===== src/rtl/cone_beam_ray_voxel_indexer_defines.svh =====
// ----------------------------------------------------------------------------
// Assertion macros for the cone-beam ray voxel indexer
// Short forms for the concurrent checks written at the end of the top level.
// ----------------------------------------------------------------------------
`ifndef CONE_BEAM_RAY_VOXEL_INDEXER_DEFINES_SVH
`define CONE_BEAM_RAY_VOXEL_INDEXER_DEFINES_SVH

// The consequent must hold in the same cycle as the antecedent.
`define CBRVI_ASSERT_IMPLIES(label, ante, cons, msg) \
  label: assert property (@(posedge clk) disable iff (rst) (ante) |-> (cons)) \
    else $error(msg);

// The condition must never be seen outside reset.
`define CBRVI_ASSERT_NEVER(label, cond, msg) \
  label: assert property (@(posedge clk) disable iff (rst) !(cond)) \
    else $error(msg);

`endif


===== src/rtl/cbrvi_div.sv =====
// ----------------------------------------------------------------------------
// Pipelined restoring divider
// Unsigned, one quotient bit per stage, several lanes sharing one divisor.
// ----------------------------------------------------------------------------
module cbrvi_div #(
  parameter int NW    = 49,
  parameter int DW    = 33,
  parameter int QB    = 31,
  parameter int LANES = 1,
  parameter int SW    = 1
) (
  input  logic                        clk,
  input  logic                        rst,
  input  logic                        in_valid,
  input  logic [LANES-1:0][NW-1:0]    num,
  input  logic [DW-1:0]               den,
  input  logic [SW-1:0]               side,
  output logic                        out_valid,
  output logic [LANES-1:0][QB-1:0]    quo,
  output logic [LANES-1:0]            ovf,
  output logic [LANES-1:0]            rem_nz,
  output logic [SW-1:0]               out_side
);

  localparam int CW = (NW > DW + QB) ? NW : DW + QB;

  logic [QB:0]                 vld;
  logic [LANES-1:0][NW-1:0]    rem     [QB+1];
  logic [LANES-1:0][QB-1:0]    quo_r   [QB+1];
  logic [LANES-1:0]            ov      [QB+1];
  logic [DW-1:0]               dv      [QB+1];
  logic [SW-1:0]               sd      [QB+1];
  logic [LANES-1:0]            take    [QB];
  logic [LANES-1:0][NW-1:0]    rem_sub [QB];

  always_ff @(posedge clk) begin
    if (rst) begin
      vld <= '0;
    end else begin
      vld <= {vld[QB-1:0], in_valid};
    end
  end

  // Each stage tries the divisor shifted to its own quotient bit.
  always_comb begin
    for (int s = 0; s < QB; s++) begin
      for (int ln = 0; ln < LANES; ln++) begin
        take[s][ln]    = CW'(rem[s][ln]) >= (CW'(dv[s]) << (QB - 1 - s));
        rem_sub[s][ln] = rem[s][ln] - NW'(CW'(dv[s]) << (QB - 1 - s));
      end
    end
  end

  always_ff @(posedge clk) begin
    rem[0]   <= num;
    quo_r[0] <= '0;
    dv[0]    <= den;
    sd[0]    <= side;
    for (int ln = 0; ln < LANES; ln++) begin
      ov[0][ln] <= CW'(num[ln]) >= (CW'(den) << QB);
    end
    for (int s = 0; s < QB; s++) begin
      dv[s+1] <= dv[s];
      sd[s+1] <= sd[s];
      ov[s+1] <= ov[s];
      for (int ln = 0; ln < LANES; ln++) begin
        rem[s+1][ln]   <= take[s][ln] ? rem_sub[s][ln] : rem[s][ln];
        quo_r[s+1][ln] <= quo_r[s][ln] | (QB'(take[s][ln]) << (QB - 1 - s));
      end
    end
  end

  always_comb begin
    for (int ln = 0; ln < LANES; ln++) begin
      rem_nz[ln] = |rem[QB][ln];
    end
  end

  assign out_valid = vld[QB];
  assign quo       = quo_r[QB];
  assign ovf       = ov[QB];
  assign out_side  = sd[QB];

endmodule


===== config.mk =====
export PLATFORM = sky130hd
export DESIGN_NAME = cbrvi_div
export DESIGN_NICKNAME = d
export VERILOG_FILES = /design/src/rtl/cone_beam_ray_voxel_indexer_defines.svh /design/src/rtl/cbrvi_div.sv
export SDC_FILE = /design/constraint.sdc
export NUM_CORES = 2
export LEC_CHECK = 0
export BUFFER_PORTS_ARGS = -buffer_cell sky130_fd_sc_hd__buf_2
export CAP_MARGIN = 30
export CORE_UTILIZATION = 30
export DETAILED_ROUTE_END_ITERATION = 10
export GPL_TIMING_DRIVEN = 0
export PLACE_DENSITY = 0.54
export SLEW_MARGIN = 20
export SYNTH_ARGS = -nofsm -noshare
export SYNTH_HDL_FRONTEND = slang
export SYNTH_SLANG_ARGS = --single-unit

===== constraint.sdc =====
create_clock -name clk -period 3.05 [get_ports clk]
set_input_delay 0.61 -clock clk [delete_from_list [all_inputs] [get_ports clk]]
set_output_delay 0.61 -clock clk [all_outputs]
set_load 0.01 [all_outputs]

==> flow_summary.ini <==
[worst_setup_path]
slowest_stage = a2111o_1
arrival_ns = 4.37
cp_data_required_time_ns = 3.87
path_cells = inv_2 > ha_4 > fa_2 > nor2b_2 > o21ai_2 > a21oi_4 > o41ai_4 > o31a_1 > o22ai_4 > a2111oi_4 > nor2_1 > a2111o_1 > nor4_2 > xor2_1
critPathMaxFanout = 7
cp-end-kind = flip-flop
critPathTopFamily = compound AO/OA/AOI/OAI gates
max_stage_delay_ns = 0.56
r2r-start = rem[15][0]$_DFF_P_
crit_type = flip-flop to flip-flop
startpoint = rem[15][0]$_DFF_P_
worstSetupStartpointType = flip-flop
cp_num_buf_inv = 1

[synth]
synthArstFlopShare_pct = 0
synth_edf_count = 0
synth_cell_types = 93
synth_flop_cell = dfxtp_1
synthesis.area_sq_mm = 0.128
synth_seq_cells = 3183
yosysWarnings = 0
avgSynthCellArea_sq_um = 9.79
synth_cells = 13088
ys_seq_area_share_pct = 49.7
syn_nets = 14141

[sta]
hold_viol_final = 0
fmaxAchievable_mhz = 282
whs_ns = 0.299
tightest_slew_ns = 1.00
rsz0062_at_grt = yes
period_needed_ns = 3.55
worst_slack_ns = -0.500
period_share_pct = 116
finalSetupViolations = 723
finalClockSkew_ns = 0.0725
finalMaxSlewViolations = 0
slew_headroom_pct = 32.6

[power]
clkPwrFrac_pct = 26.8
power.density_mw_per_mm2 = 981
p_int_mw = 106
swShare_pct = 35.4
seq_power_share_pct = 33.9
leakage_nw = 73.0
peakVddDrop_v = 0.000511
fin_total_pwr_mw = 164
power_frac_comb_pct = 39.3
power_switching_mw = 58.3

[drt]
drt_pass1_iterations = 5
drtAntennaViolNets = 0
dr.first_iter.drc_count = 5251
drc = 0
vias = 95475
wl_per_cell_um = 17.7
wl_um = 358000
vias_per_cell = 4.73

[floorplanning]
pin_count = 121
start_util_pct = 30.2
dieArea_sq_mm = 0.430
rows = 239
die_w_um = 656
fp.coreArea_sq_mm = 0.425
dieHeight_um = 656

[grt]
grt_first_pass_wirelength_um = 544000
grt_max_degree = 17
grt_pass1_vias = 95271
grtUsageTotal_pct = 15.8
grt-ovfl-total = 0
antenna_found_initial = 5

[clocking]
clk_pin_slew_ns = 0.06
clock_path_buffers = 4
clock_latency_ns = 0.95
cts_buffers = 344
htree_num_levels = 5
clkSinkCount = 3183
cts_tree = yes
cts_root_buf = clkbuf_16

[final_layout]
seq_area_sq_mm = 0.0640
final_common_cell = dfxtp_1
multiInputGateArea_sq_mm = 0.0690
fill_cells = 41416
fin_util_pct = 39.5
drive_gt1_share_pct = 24.4
final_net_count = 15270
final_cell_mix = dfxtp_1 (2,980), inv_1 (1,150), a21oi_1 (760)
area_delta_synth_final_pct = 30.8

[outcome]
status = finished with violations
violations = setup timing

[placed_design]
place.gp.congestion = 0.878
io_buffers = 120
hpwl_um = 263000

[hold_path]
worstHoldPathType = flip-flop to flip-flop
hold_start = dv[1][138]$_DFF_P_

[job]
maxCapViolCount = 0
area by class of cell:
| type | instances | area share (%) |
|---|---|---|
| tap | 5663 | 4.23 |
| buffer | 250 | 1.61 |
| multi-input combinational | 8383 | 41.2 |
| clock buffer | 465 | 5.89 |
| inverter | 1209 | 2.73 |
| timing repair buffer | 846 | 4.77 |
| clock inverter | 160 | 1.39 |
| antenna | 5 | 0.00746 |
| sequential | 3183 | 38.2 |
flip-flops by register name, summed over array words and instances, names as in the netlist:
name	cells
rem	1568
quo_r	496
vld	32
sd	32
dv	1023
ov	32
stage by stage:
step                setup TNS [ns]  setup slack, ns  instance area [sq um]  std cells
finish                      -91.24           -0.500                 168000      20164
global route               -201.30           -0.604                 168000      20163
CTS                        -124.27           -0.413                 161000      19959
detailed placement        -1035.77            -1.98                 136000      18874
global placement          -1098.06            -1.99                 136000      18871
floorplan                   -0.908          -0.0966                 129000      13088
synth_stat cells (27+ instances only):
master | number | area [sq um]
nand2b_1 | 169 | 1060
nand2_1 | 855 | 3210
a21oi_1 | 950 | 4750
nand4b_1 | 27 | 236
nand3_1 | 191 | 956
or4_1 | 47 | 353
ha_1 | 936 | 11700
xnor2_1 | 491 | 4300
nor4_1 | 178 | 1110
a21boi_0 | 68 | 510
fa_1 | 31 | 621
mux2_2 | 326 | 3670
dfxtp_1 | 3183 | 63700
nor2b_1 | 195 | 1220
a211oi_1 | 89 | 668
a21o_1 | 516 | 3870
nor2_1 | 702 | 2640
buf_2 | 43 | 215
nor3_1 | 189 | 946
o21bai_1 | 95 | 713
nand4_1 | 163 | 1020
clkbuf_1 | 199 | 747
o21a_1 | 102 | 766
or2_2 | 43 | 269
a31oi_1 | 86 | 538
a221oi_1 | 28 | 245
inv_1 | 1209 | 4540
o31ai_1 | 83 | 623
and2_1 | 34 | 213
o211ai_1 | 47 | 353
buf_4 | 31 | 233
and3_1 | 100 | 626
or3_1 | 49 | 307
xor2_1 | 378 | 3310
buf_1 | 40 | 150
o21ai_0 | 803 | 4020
power groups by stage:
stage | Clock (mW) | Combinational [mW] | Sequential, mW
5_1_grt | 46.9 | 70.5 | 56.4
3_5_place_dp | 0 | 49.6 | 55.5
4_1_cts | 45.2 | 58.8 | 55.3
2_1_floorplan | 0 | 38.4 | 52.8
3_3_place_gp | 0 | 49.7 | 55.6
6_report | 44.0 | 64.7 | 55.7
repair_timing:
item,CTS,global route
hold endpoints to repair,86,0
resized for setup,2071,1196
setup buffers,356,246
hold buffers,86,0
pin swaps,439,417
cloned,47,18
endpoints found under the setup margin,1083,1068
kinds of logic (layout without fill, tap and decap cells):
group                    count (synthesis)  count (layout)  share of synthesized area (%)
flip-flops                            3183            3183                           49.7
AO/OA/AOI/OAI                         3133            3133                           15.2
AND/OR/NAND/NOR                       3064            3064                           11.9
buffers and inverters                 1522            2930                           4.59
adder cells (fa/ha/maj)                967             967                           9.62
XOR/XNOR                               870             870                           5.95
multiplexers                           349             349                           3.04
other                                    0               5                              0
final timing paths:
kind / end / slack, ns / cells after the start
worst min-delay path: dv[1][171]$_DFF_P_ / 0.30 / 0
worst max-delay path: rem[15][87]$_DFF_P_ / -0.50 / 14
worst min register to register: dv[1][171]$_DFF_P_ / 0.30 / 0
worst max register to register: rem[15][87]$_DFF_P_ / -0.50 / 14
routing by layer:
metal	routed length (um)	part of all wire [%]	track usage [%]
met5	0	0	0
met3	13100	3.7	1.80
met2	175000	49	28.2
met4	13700	3.8	5.61
met1	156000	44	19.5
No activity file was read; power rests on OpenSTA's default activity.
